<file path="src/sv/mker_pkg.sv">
// Package of the knapsack evaluate/repair core: sizes, codes and channel types.
// Depends on nothing.
`timescale 1ns / 1ps
`default_nettype none
package mker_pkg;

    localparam int MAX_ITEMS     = 64;
    localparam int MAX_CONS      = 8;
    localparam int VALUE_BITS    = 16;
    localparam int ITEM_BITS     = $clog2(MAX_ITEMS);
    localparam int ITEM_CNT_BITS = $clog2(MAX_ITEMS + 1);
    localparam int CONS_CNT_BITS = $clog2(MAX_CONS + 1);
    localparam int SUM_BITS      = VALUE_BITS + ITEM_BITS;
    localparam int FIT_BITS      = 22;
    localparam int ACC_BITS      = (SUM_BITS > FIT_BITS) ? SUM_BITS : FIT_BITS + 1;
    localparam logic [FIT_BITS-1:0] FIT_MAX = {FIT_BITS{1'b1}};

    localparam logic [2:0] KIND_LOAD_PROFIT = 3'd0;
    localparam logic [2:0] KIND_LOAD_WEIGHT = 3'd1;
    localparam logic [2:0] KIND_LOAD_CAP    = 3'd2;
    localparam logic [2:0] KIND_EVALUATE    = 3'd3;
    localparam logic [2:0] KIND_REPAIR      = 3'd4;

    localparam logic CFG_ITEMS = 1'b0;
    localparam logic CFG_CONS  = 1'b1;

    typedef struct packed {
        logic [2:0]  kind;
        logic [5:0]  item_index;
        logic [2:0]  constraint_index;
        logic [15:0] load_value;
        logic [63:0] genes;
    } req_t;

    typedef struct packed {
        logic [21:0] fitness;
        logic        feasible;
        logic [63:0] repaired_genes;
    } rsp_t;

    typedef enum logic [2:0] {
        ST_IDLE,
        ST_FWD,
        ST_BACK,
        ST_WAIT,
        ST_DONE
    } state_t;

    typedef struct packed {
        logic                     load;
        logic                     start;
        logic                     issue;
        logic                     back;
        logic [ITEM_BITS-1:0]     addr;
        logic                     finish;
        logic                     repair;
        logic [ITEM_CNT_BITS-1:0] ni;
        logic [CONS_CNT_BITS-1:0] nc;
    } cmd_t;

    typedef struct packed {
        logic out_free;
    } sts_t;

endpackage
`default_nettype wire

</file>
<file path="src/sv/mker_ctrl.sv">
// Controller of the knapsack core: configuration registers and the pass sequencer.
// Depends on mker_pkg.
`timescale 1ns / 1ps
`default_nettype none
module mker_ctrl (
    input  wire logic          clk,
    input  wire logic          rst_n,
    input  wire logic          req_valid,
    input  wire mker_pkg::req_t req,
    output logic               req_stall,
    input  wire logic          cfg_we,
    input  wire logic          cfg_index,
    input  wire logic [6:0]    cfg_data,
    input  wire mker_pkg::sts_t sts,
    output mker_pkg::cmd_t     cmd
);

    mker_pkg::state_t state_reg, state_next;
    logic [mker_pkg::ITEM_BITS-1:0]     idx_reg, idx_next;
    logic                               repair_reg, repair_next;
    logic [6:0]                         items_reg;
    logic [3:0]                         cons_reg;
    logic [mker_pkg::ITEM_CNT_BITS-1:0] ni;
    logic [mker_pkg::CONS_CNT_BITS-1:0] nc;
    logic                               accept;

    // Out-of-range counts are clamped to the nearest legal value.
    always_comb
    begin
        if (items_reg == '0)
            ni = mker_pkg::ITEM_CNT_BITS'(1);
        else if (32'(items_reg) > mker_pkg::MAX_ITEMS)
            ni = mker_pkg::ITEM_CNT_BITS'(mker_pkg::MAX_ITEMS);
        else
            ni = mker_pkg::ITEM_CNT_BITS'(items_reg);
        if (cons_reg == '0)
            nc = mker_pkg::CONS_CNT_BITS'(1);
        else if (32'(cons_reg) > mker_pkg::MAX_CONS)
            nc = mker_pkg::CONS_CNT_BITS'(mker_pkg::MAX_CONS);
        else
            nc = mker_pkg::CONS_CNT_BITS'(cons_reg);
    end

    always_ff @(posedge clk or negedge rst_n)
    begin
        if (!rst_n)
        begin
            items_reg <= 7'd64;
            cons_reg  <= 4'd8;
        end
        else if (cfg_we)
        begin
            case (cfg_index)
                mker_pkg::CFG_ITEMS: items_reg <= cfg_data;
                mker_pkg::CFG_CONS:  cons_reg  <= cfg_data[3:0];
                default: ;
            endcase
        end
    end

    always_ff @(posedge clk or negedge rst_n)
    begin
        if (!rst_n)
        begin
            state_reg  <= mker_pkg::ST_IDLE;
            idx_reg    <= '0;
            repair_reg <= 1'b0;
        end
        else
        begin
            state_reg  <= state_next;
            idx_reg    <= idx_next;
            repair_reg <= repair_next;
        end
    end

    assign req_stall = (state_reg != mker_pkg::ST_IDLE);
    assign accept    = req_valid && !req_stall;

    always_comb
    begin
        state_next  = state_reg;
        idx_next    = idx_reg;
        repair_next = repair_reg;
        cmd         = '0;
        cmd.addr    = idx_reg;
        cmd.repair  = repair_reg;
        cmd.ni      = ni;
        cmd.nc      = nc;
        case (state_reg)
            mker_pkg::ST_IDLE:
            begin
                if (accept)
                begin
                    if (req.kind inside {mker_pkg::KIND_LOAD_PROFIT, mker_pkg::KIND_LOAD_WEIGHT,
                                         mker_pkg::KIND_LOAD_CAP})
                    begin
                        cmd.load = 1'b1;
                    end
                    else if (req.kind inside {mker_pkg::KIND_EVALUATE, mker_pkg::KIND_REPAIR})
                    begin
                        cmd.start   = 1'b1;
                        repair_next = (req.kind == mker_pkg::KIND_REPAIR);
                        idx_next    = '0;
                        state_next  = mker_pkg::ST_FWD;
                    end
                end
            end
            mker_pkg::ST_FWD:
            begin
                cmd.issue = 1'b1;
                if (mker_pkg::ITEM_CNT_BITS'(idx_reg) + 1'b1 == ni)
                begin
                    if (repair_reg)
                    begin
                        idx_next   = mker_pkg::ITEM_BITS'(ni - 1'b1);
                        state_next = mker_pkg::ST_BACK;
                    end
                    else
                    begin
                        state_next = mker_pkg::ST_WAIT;
                    end
                end
                else
                begin
                    idx_next = idx_reg + 1'b1;
                end
            end
            mker_pkg::ST_BACK:
            begin
                cmd.issue = 1'b1;
                cmd.back  = 1'b1;
                if (idx_reg == '0)
                    state_next = mker_pkg::ST_WAIT;
                else
                    idx_next = idx_reg - 1'b1;
            end
            mker_pkg::ST_WAIT:
            begin
                state_next = mker_pkg::ST_DONE;
            end
            mker_pkg::ST_DONE:
            begin
                if (sts.out_free)
                begin
                    cmd.finish = 1'b1;
                    state_next = mker_pkg::ST_IDLE;
                end
            end
            default:
            begin
                state_next = mker_pkg::ST_IDLE;
            end
        endcase
    end

endmodule
`default_nettype wire

</file>
<file path="config.mk">
export PLATFORM = sky130hd
export DESIGN_NAME = mker_ctrl
export DESIGN_NICKNAME = d
export VERILOG_FILES = /design/src/sv/mker_pkg.sv /design/src/sv/mker_ctrl.sv
export SDC_FILE = /design/constraint.sdc
export NUM_CORES = 1
export LEC_CHECK = 0
export BUFFER_PORTS_ARGS = -buffer_cell sky130_fd_sc_hd__buf_2
export CAP_MARGIN = 25
export CELL_PAD_IN_SITES_DETAIL_PLACEMENT = 1
export CELL_PAD_IN_SITES_GLOBAL_PLACEMENT = 1
export CORE_UTILIZATION = 27
export CTS_CLUSTER_DIAMETER = 30
export CTS_CLUSTER_SIZE = 20
export DETAILED_ROUTE_END_ITERATION = 12
export HOLD_SLACK_MARGIN = 0.05
export PLACE_DENSITY = 0.81
export SETUP_SLACK_MARGIN = 0.1
export SLEW_MARGIN = 5
export SYNTH_ARGS = -nofsm -noshare
export SYNTH_HDL_FRONTEND = slang
export SYNTH_SLANG_ARGS = --single-unit
</file>
<file path="constraint.sdc">
create_clock -name clk -period 3.6 [get_ports clk]
set_clock_uncertainty 0.1 [all_clocks]
set_input_delay 0.36 -clock clk [delete_from_list [all_inputs] [get_ports clk]]
set_output_delay 0.36 -clock clk [all_outputs]
set_load 0.02 [all_outputs]
</file>
==> results of run 1 <==
==> what timing repair did <==
item	4_1_cts	5_1_grt
hold endpoints to repair	19	0
resized for setup	0	0
hold buffers	1	0
==> cell type report <==
type	count	area [sq um]
clock buffers	4	45.0
fillers	756	4030
inverters	9	33.8
multi-input cells	157	1090
flip-flops and latches	21	528
well taps	75	93.8
repair buffers	40	205
==> metrics by stage <==
stage / hold WS, ns / instances
after global routing: 0.204 / 306
after detailed placement: 0.265 / 301
after global placement: 0.260 / 301
final: 0.204 / 306
after floorplan: -0.0356 / 200
after CTS: 0.202 / 306
==> cell usage after synthesis, types with 2 or more instances <==
library cell / n
sky130_fd_sc_hd__o21ai_0: 20
sky130_fd_sc_hd__o21a_1: 2
sky130_fd_sc_hd__o31ai_1: 4
sky130_fd_sc_hd__dfstp_2: 2
sky130_fd_sc_hd__nor2b_1: 8
sky130_fd_sc_hd__nand2_1: 16
sky130_fd_sc_hd__inv_1: 9
sky130_fd_sc_hd__a21oi_1: 6
sky130_fd_sc_hd__a211o_1: 2
sky130_fd_sc_hd__xnor2_1: 2
sky130_fd_sc_hd__nand3_1: 2
sky130_fd_sc_hd__buf_2: 4
sky130_fd_sc_hd__or3_1: 3
sky130_fd_sc_hd__nand2b_1: 4
sky130_fd_sc_hd__nor3b_1: 2
sky130_fd_sc_hd__dfrtp_1: 19
sky130_fd_sc_hd__o211a_1: 3
sky130_fd_sc_hd__nor3_1: 6
sky130_fd_sc_hd__nor2_1: 20
sky130_fd_sc_hd__clkbuf_1: 7
sky130_fd_sc_hd__o21ai_1: 2
sky130_fd_sc_hd__ha_1: 4
sky130_fd_sc_hd__nor4_1: 2
sky130_fd_sc_hd__and2_1: 2
sky130_fd_sc_hd__xor2_1: 2
sky130_fd_sc_hd__mux2i_1: 4
sky130_fd_sc_hd__a211oi_1: 3
sky130_fd_sc_hd__mux2_2: 11
sky130_fd_sc_hd__and3_1: 5
==> power by group <==
group	internal, mW	total [mW]	switching, mW	leakage, nW
registers	0.297	0.418	0.121	0.249
clock network	0.0790	0.157	0.0782	0.0228
logic	0.334	0.817	0.483	0.638
total	0.710	1.39	0.682	0.910
==> cell families (layout without fill, tap and decap cells) <==
logic type | Yosys count | after routing
AND/OR/NAND/NOR | 79 | 79
AO/OA/AOI/OAI | 54 | 54
buffers and inverters | 22 | 53
flip-flops | 21 | 21
multiplexers | 15 | 15
XOR/XNOR | 5 | 5
adder cells (fa/ha/maj) | 4 | 4
==> worst min-delay path by stage <==
stage / from / to / slack, ns / depth (start not counted)
after global placement: rst_n / items_reg[4]$_DFFE_PN0P_ / 0.26 / 1
after floorplan: rst_n / cons_reg[0]$_DFFE_PN0P_ / -0.04 / 0
after global routing: sts / state_reg[2]$_DFFE_PN0P_ / 0.20 / 2
final: sts / state_reg[2]$_DFFE_PN0P_ / 0.20 / 2
after detailed placement: rst_n / items_reg[4]$_DFFE_PN0P_ / 0.27 / 1
after CTS: sts / state_reg[2]$_DFFE_PN0P_ / 0.20 / 2
==> metal layers <==
layer	vias up	track usage [%]	wire, microns
met3	4	3.44	255
met2	36	27.5	2270
li1	782	-	-
met5	-	0	0
met4	0	2.81	21
met1	790	20.0	2160
==> results list, run 1 <==
- The flow ran to the end, and the final reports show no timing, DRC or antenna violations.
- Maximum number of pins on one net before global-route repair: 22
* Critical path origin: idx_reg[0]$_DFFE_PN0P_
- DRT Wirelength: 4.71 mm
- Layout overhead on the synthesized area: 16.2%
- Most common cell after layout, fill and taps aside: sky130_fd_sc_hd__buf_2
- Placed cell area: 1940 sq um
* Least-Margin Pin Slew: 0.839 ns
* Worst r2r path cells: 8
* Top Ports: 129
* Nets: 341
- Sequential element share of the synthesized area: 30.7%
- Global routing finished with a remaining overflow of 0.
- Number of max-slew violations in the final report: 0
- The pre-antenna-repair detailed-routing pass consisted of 4 iterations.
- Once detail routing completed, the nets flagged for antenna violations numbered 0.
- Headroom to the max-slew limit: 43.6%
- The die covers 6690 sq um.
- The initial utilization of the core area, before any placement, comes to 28.5%.
- The synthesized netlist contains 53 unique library cells.
- Share of the core filled with cells in the final layout: 33.2%
* Die span in y: 81.8 microns
- Synthesis produced 200 cells.
- Cell at the root of the clock tree: sky130_fd_sc_hd__clkbuf_8
- Post-CTS clock slew at the launch and capture registers of the worst setup and hold paths: 0.08 ns
- In this run the worst path has a maximum fanout of 12.
* # setup viols final: 0
- GRT Resource Usage Total: 15.8%
* Area of the core region: 6030 sq um
- Area of the mapped netlist: 1720 sq um
- Of the total synthesized cell area, the portion taken by full adders, half adders and majority gates is 2.91%.
* N_diodes: 0
- In this run the critical register-to-register path is launched from idx_reg[0]$_DFFE_PN0P_.
* Total via count in the routed design: 1612
- Max-cap violations in this run came to 0.
- Setup repair after global routing missed its margin: no
* Total design power: 1.39 mW
* Width of the chip: 81.8 microns
* Largest register FFs: 7
- After layout, the minimum clock period comes to 3.18 ns.
* Number of CTS-inserted buffers: 3
- The number of antenna violations at the first check in global routing came to 0.
- Max stage delay cell, worst path: sky130_fd_sc_hd__o41ai_4
- Buffers added to address setup during post-CTS repair amount to 0.
* Synth top area share: 27.7%
- Pleak: 0.910 nW
- The setup check on the worst reg-to-reg path leaves a slack of 0.42 ns.
- The synthesized design contains 0 enable-type register cells.
- Endpoint of the worst-slack reg-to-reg timing path: idx_reg[1]$_DFFE_PN0P_
* Tcrit/Tclk final: 88.4%
- The tree built by TritonCTS fans out to 21 sinks.
- The initialized floorplan defines 28 standard-cell rows.
* H-tree level count: 1
- Pwr per Cell Area: 697 nW/um^2
- The kind of cell with the highest combined delay along the critical path is compound AO/OA/AOI/OAI gates.
* Flop and latch count out of synthesis: 21
- Setup crit end kind: flip-flop
- Syn avg cell area: 8.60 sq um
- The most used flip-flop cell after synthesis is sky130_fd_sc_hd__dfrtp_1.
- Warnings, synthesis: 0
* Number of nets in the synthesized netlist: 309
- After layout, the worst setup slack is 0.417 ns.
- Worst path arrival time: 3.21 ns
- Setup total negative slack on the finished layout was measured at 0 ns.
* Synth area leaders: sky130_fd_sc_hd__dfrtp_1 (28%), sky130_fd_sc_hd__mux2_2 (7.2%), sky130_fd_sc_hd__o21ai_0 (5.8%)
* DP HPWL: 3.73 mm
- In this run the worst hold path is classified as in2reg.
- At the later pin of the worst-skew pair, clock insertion delay measures 0.26 ns.
* Nature of the critical path startpoint: flip-flop
- By area, the combinational part of the netlist is dominated by simple AND/OR/NAND/NOR gates.
- Dividing the detail-routed via count by the number of cells gives 5.27.
- Global-route wire length before repair: 8.14 mm
* Async set-or-reset flop fraction in the synthesized netlist: 100%
- Post-route cell area: 2000 sq um
- Post-synthesis share of cell area spent on xor and xnor gates: 3.42%
- Number of buffers inserted by port buffering: 39
- TritonCTS built the clock tree.
- At the end of routability-driven placement, the weighted congestion stood at 0.825.
- DR WL/cell: 15.4 microns
- Summing the areas of all and, or, nand and nor instances in the mapped netlist gives 24.5% of the synthesized area.
* Number of endpoints with negative hold slack in the final report: 0
- Most used cells in the layout excluding fill and tap cells: sky130_fd_sc_hd__buf_2 (39), sky130_fd_sc_hd__nor2_1 (20), sky130_fd_sc_hd__o21ai_0 (20)
* Slowest cell delay on critical path: 0.68 ns
- The biggest area contributor in the post-synthesis netlist is sky130_fd_sc_hd__dfrtp_1.
- Worst Path Buf+Inv: 1
* Synthesized-area fraction occupied by ao, oa, aoi and oai cells: 23.2%
- Proportion of layout cells with a drive suffix above 1: 27.7%
- Total number of cells along the worst setup path: 8
- The signal on the critical path passes through inv_1 > ha_1 > nor4_1 > a211oi_1 > a21o_1 > o41ai_4 > mux2i_1 > o31ai_1.
- Prior to clock tree synthesis, the placed netlist has a worst setup slack of 0.391 ns.
- Bufs on Longest Clock Path: 2
* Req. time, crit path: 3.63 ns
- Post-synthesis mux area share: 9.53%
- Max Clk Rate: 314 MHz
* Via count of the first global-routing pass: 1720
* Capture point of the critical path: idx_reg[1]$_DFFE_PN0P_
* Detailed-route DRC error count: 0
* Drt initial violations: 88
* Worst setup path class: reg2reg
- Worst IR drop on VDD: 0.250 mV
No activity file was read; power rests on OpenSTA's default activity.
==> run 2, diff against run 1 <==
--- a/config.mk
+++ b/config.mk
@@ -5,10 +5,12 @@
 export SDC_FILE = /design/constraint.sdc
 export NUM_CORES = 1
 export LEC_CHECK = 0
+export ABC_AREA = 0
 export BUFFER_PORTS_ARGS = -buffer_cell sky130_fd_sc_hd__buf_2
 export CAP_MARGIN = 25
 export CELL_PAD_IN_SITES_DETAIL_PLACEMENT = 1
 export CELL_PAD_IN_SITES_GLOBAL_PLACEMENT = 1
+export CORE_ASPECT_RATIO = 0.7
 export CORE_UTILIZATION = 27
 export CTS_CLUSTER_DIAMETER = 30
 export CTS_CLUSTER_SIZE = 20
==> run 2 against run 1 <==
Against the previous run:
- maximum frequency shrank 0.81%
- highest routed layer unchanged
- hold slack got worse by 0.0031 ns
- power is 2.2% higher
- largest power group unchanged
- non-clock buffer count rose by 1
==> results list, run 2 (synthesized netlist as in run 1, its figures left out) <==
* Met1 layer usage reported by global route: 21.6%
- At the end of the flow, the number of nets in the layout was 342.
- Clock tree synthesis inserted a total of 3 buffers.
- Maximum fanout encountered on the critical timing path: 12
* Beginning of the worst register-to-register path: idx_reg[0]$_DFFE_PN0P_
- Hold path start: sts
* Number of buffers inserted by port buffering: 39
- The setup path with the least slack is of type reg2reg.
* Pleak: 0.915 nW
- The library cell used most frequently in the layout, excluding fill and tap cells, is sky130_fd_sc_hd__buf_2.
* Global-route wire length before repair: 8.19 mm
* Die span in y: 68.8 microns
* Pwr per Cell Area: 710 nW/um^2
- Headroom to the max-slew limit: 49.1%
- For this run, global-route usage on met3 was measured as 2.82%.
* Tightest hold margin: 0.201 ns
- Layout overhead on the synthesized area: 16.7%
- Gr ovfl total: 0
- Total power for the finished layout comes to 1.42 mW.
- For the final routed database, the setup TNS stands at 0 ns.
* # setup viols final: 0
- Least-Margin Pin Slew: 0.757 ns
- Cell count after placement: 302
- In the layout the commonest cells are sky130_fd_sc_hd__buf_2 (39), sky130_fd_sc_hd__nor2_1 (20), sky130_fd_sc_hd__o21ai_0 (20).
* Proportion of layout cells with a drive suffix above 1: 28.0%
- Final antenna-violating net count: 0
- Tcrit/Tclk final: 89.1%
- In this run the post-CTS setup repair buffer count came out at 0.
- Setup repair after global routing missed its margin: no
- Bufs on Longest Clock Path: 2
- DR WL/cell: 15.9 microns
- Clock-pin slew was measured on the worst setup and hold paths at 0.08 ns.
- In this run the count of I/O pins placed on the die edge is 129.
- Clock tree synthesis found a total of 21 sinks.
* H-tree level count: 1
* Largest register FFs: 7
- Number of iterations in the first detailed-routing pass: 4
- Global-route met2 utilization: 25.6%
- The wire-length estimate of the detail-placed layout is 3.79 mm.
* Placement row count: 23
- The die is 97.4 microns wide.
* MaxCap Viol Count: 0
- Clock period minus worst slack: 3.21 ns
- Post-CTS Resized: 0
- After detailed routing, the number of remaining DRC violations is 0.
- Once layout is complete, the cells apart from fillers number 307.
- At the worst endpoint, the arrival time is 3.24 ns.
* Cell depth of the worst min-delay path: 2
* Ratio of routed vias to standard cells: 5.21
- DRT Wirelength: 4.88 mm
- For the worst-skew pair, the clock arrives at the later sink with an insertion delay of 0.26 ns.
- Max Clk Rate: 312 MHz
- Run status: finished clean
- After floorplanning, the core was sized to cover 5930 sq um.
* Maximum number of pins on one net before global-route repair: 22
* Nature of the critical path startpoint: flip-flop
- In this run the register-to-register setup slack is 0.39 ns.
- Across every metal layer, demand over resource in global routing totals 15.3%.
- TritonCTS clock tree: done
- Number of antenna violations at the first check in global routing: 0
- Final weighted congestion in routability-driven placement: 0.827
* Req. time, crit path: 3.63 ns
* Setup crit end kind: flip-flop
- Via count of the first global-routing pass: 1608
- Drt initial violations: 60
- Hold buffer count at CTS: 1
- Die area: 6700 sq um
- The worst register-to-register path has a depth of 8.
- Initial cell density of the core: 29.0%
- Endpoint of the worst-slack reg-to-reg timing path: idx_reg[1]$_DFFE_PN0P_
- 0 antenna diodes ended up in the layout.
- The hold violation count in the final report was 0.
* Number of max-slew violations in the final report: 0
- Worst Hold Path EP: state_reg[2]$_DFFE_PN0P_
* Worst IR drop on VDD: 0.252 mV
* Worst Hold Class: in2reg
- GRT busiest layer: met2
- The tree is rooted in a sky130_fd_sc_hd__clkbuf_8.
* Total via count in the routed design: 1600
run 2: changes by cell type in the layout (fill, tap and decap cells not counted), sizes merged:
cell and change:
buf +1
run 2: worst max-delay path: stages (launching register included):
cell and delay [ns]:
sky130_fd_sc_hd__dfrtp_1 0.56, sky130_fd_sc_hd__inv_1 0.23, sky130_fd_sc_hd__ha_1 0.41, sky130_fd_sc_hd__nor4_1 0.31
sky130_fd_sc_hd__a211oi_1 0.13, sky130_fd_sc_hd__a21o_1 0.31, sky130_fd_sc_hd__o41ai_4 0.68, sky130_fd_sc_hd__mux2i_1 0.26
sky130_fd_sc_hd__o31ai_1 0.09
run 2: worst max path at each step:
stage / startpoint / endpoint / slack, ns / cells after the start
floorplan: idx_reg[0]$_DFFE_PN0P_ / idx_reg[1]$_DFFE_PN0P_ / 0.89 / 10
global placement: idx_reg[0]$_DFFE_PN0P_ / idx_reg[1]$_DFFE_PN0P_ / 0.55 / 8
detailed placement: idx_reg[0]$_DFFE_PN0P_ / idx_reg[1]$_DFFE_PN0P_ / 0.41 / 8
CTS: idx_reg[0]$_DFFE_PN0P_ / idx_reg[1]$_DFFE_PN0P_ / 0.40 / 8
global route: idx_reg[0]$_DFFE_PN0P_ / idx_reg[1]$_DFFE_PN0P_ / 0.14 / 8
finish: idx_reg[0]$_DFFE_PN0P_ / idx_reg[1]$_DFFE_PN0P_ / 0.39 / 8
run 2: final cells by class:
| class | instances | area (sq um) |
|---|---|---|
| fillers | 730 | 3920 |
| multi-input cells | 157 | 1090 |
| flip-flops and latches | 21 | 528 |
| repair buffers | 41 | 213 |
| well taps | 75 | 93.8 |
| clock buffers | 4 | 45.0 |
| inverters | 9 | 33.8 |
run 2: power breakdown:
part / switching (mW) / total (mW) / leakage (nW) / internal (mW)
logic: 0.504 / 0.846 / 0.643 / 0.342
registers: 0.120 / 0.417 / 0.249 / 0.297
clock network: 0.0808 / 0.160 / 0.0228 / 0.0790
total: 0.705 / 1.42 / 0.915 / 0.718
run 2: per-layer routing:
| metal | wire length (microns) | part of all wire [%] |
|---|---|---|
| met5 | 0 | 0 |
| met2 | 2080 | 43 |
| met1 | 2610 | 53 |
| met3 | 188 | 3.9 |
| met4 | 7 | 0.14 |
run 2: metrics by stage:
| stage | cell area (sq um) | utilization [%] | worst slack (ns) |
|---|---|---|---|
| final | 2010 | 33.8 | 0.391 |
| after global routing | 2010 | 33.8 | 0.144 |
| after CTS | 2010 | 33.8 | 0.399 |
| after detailed placement | 1950 | 32.9 | 0.413 |
| after global placement | 1950 | 32.9 | 0.549 |
| after floorplan | 1720 | - | 0.889 |
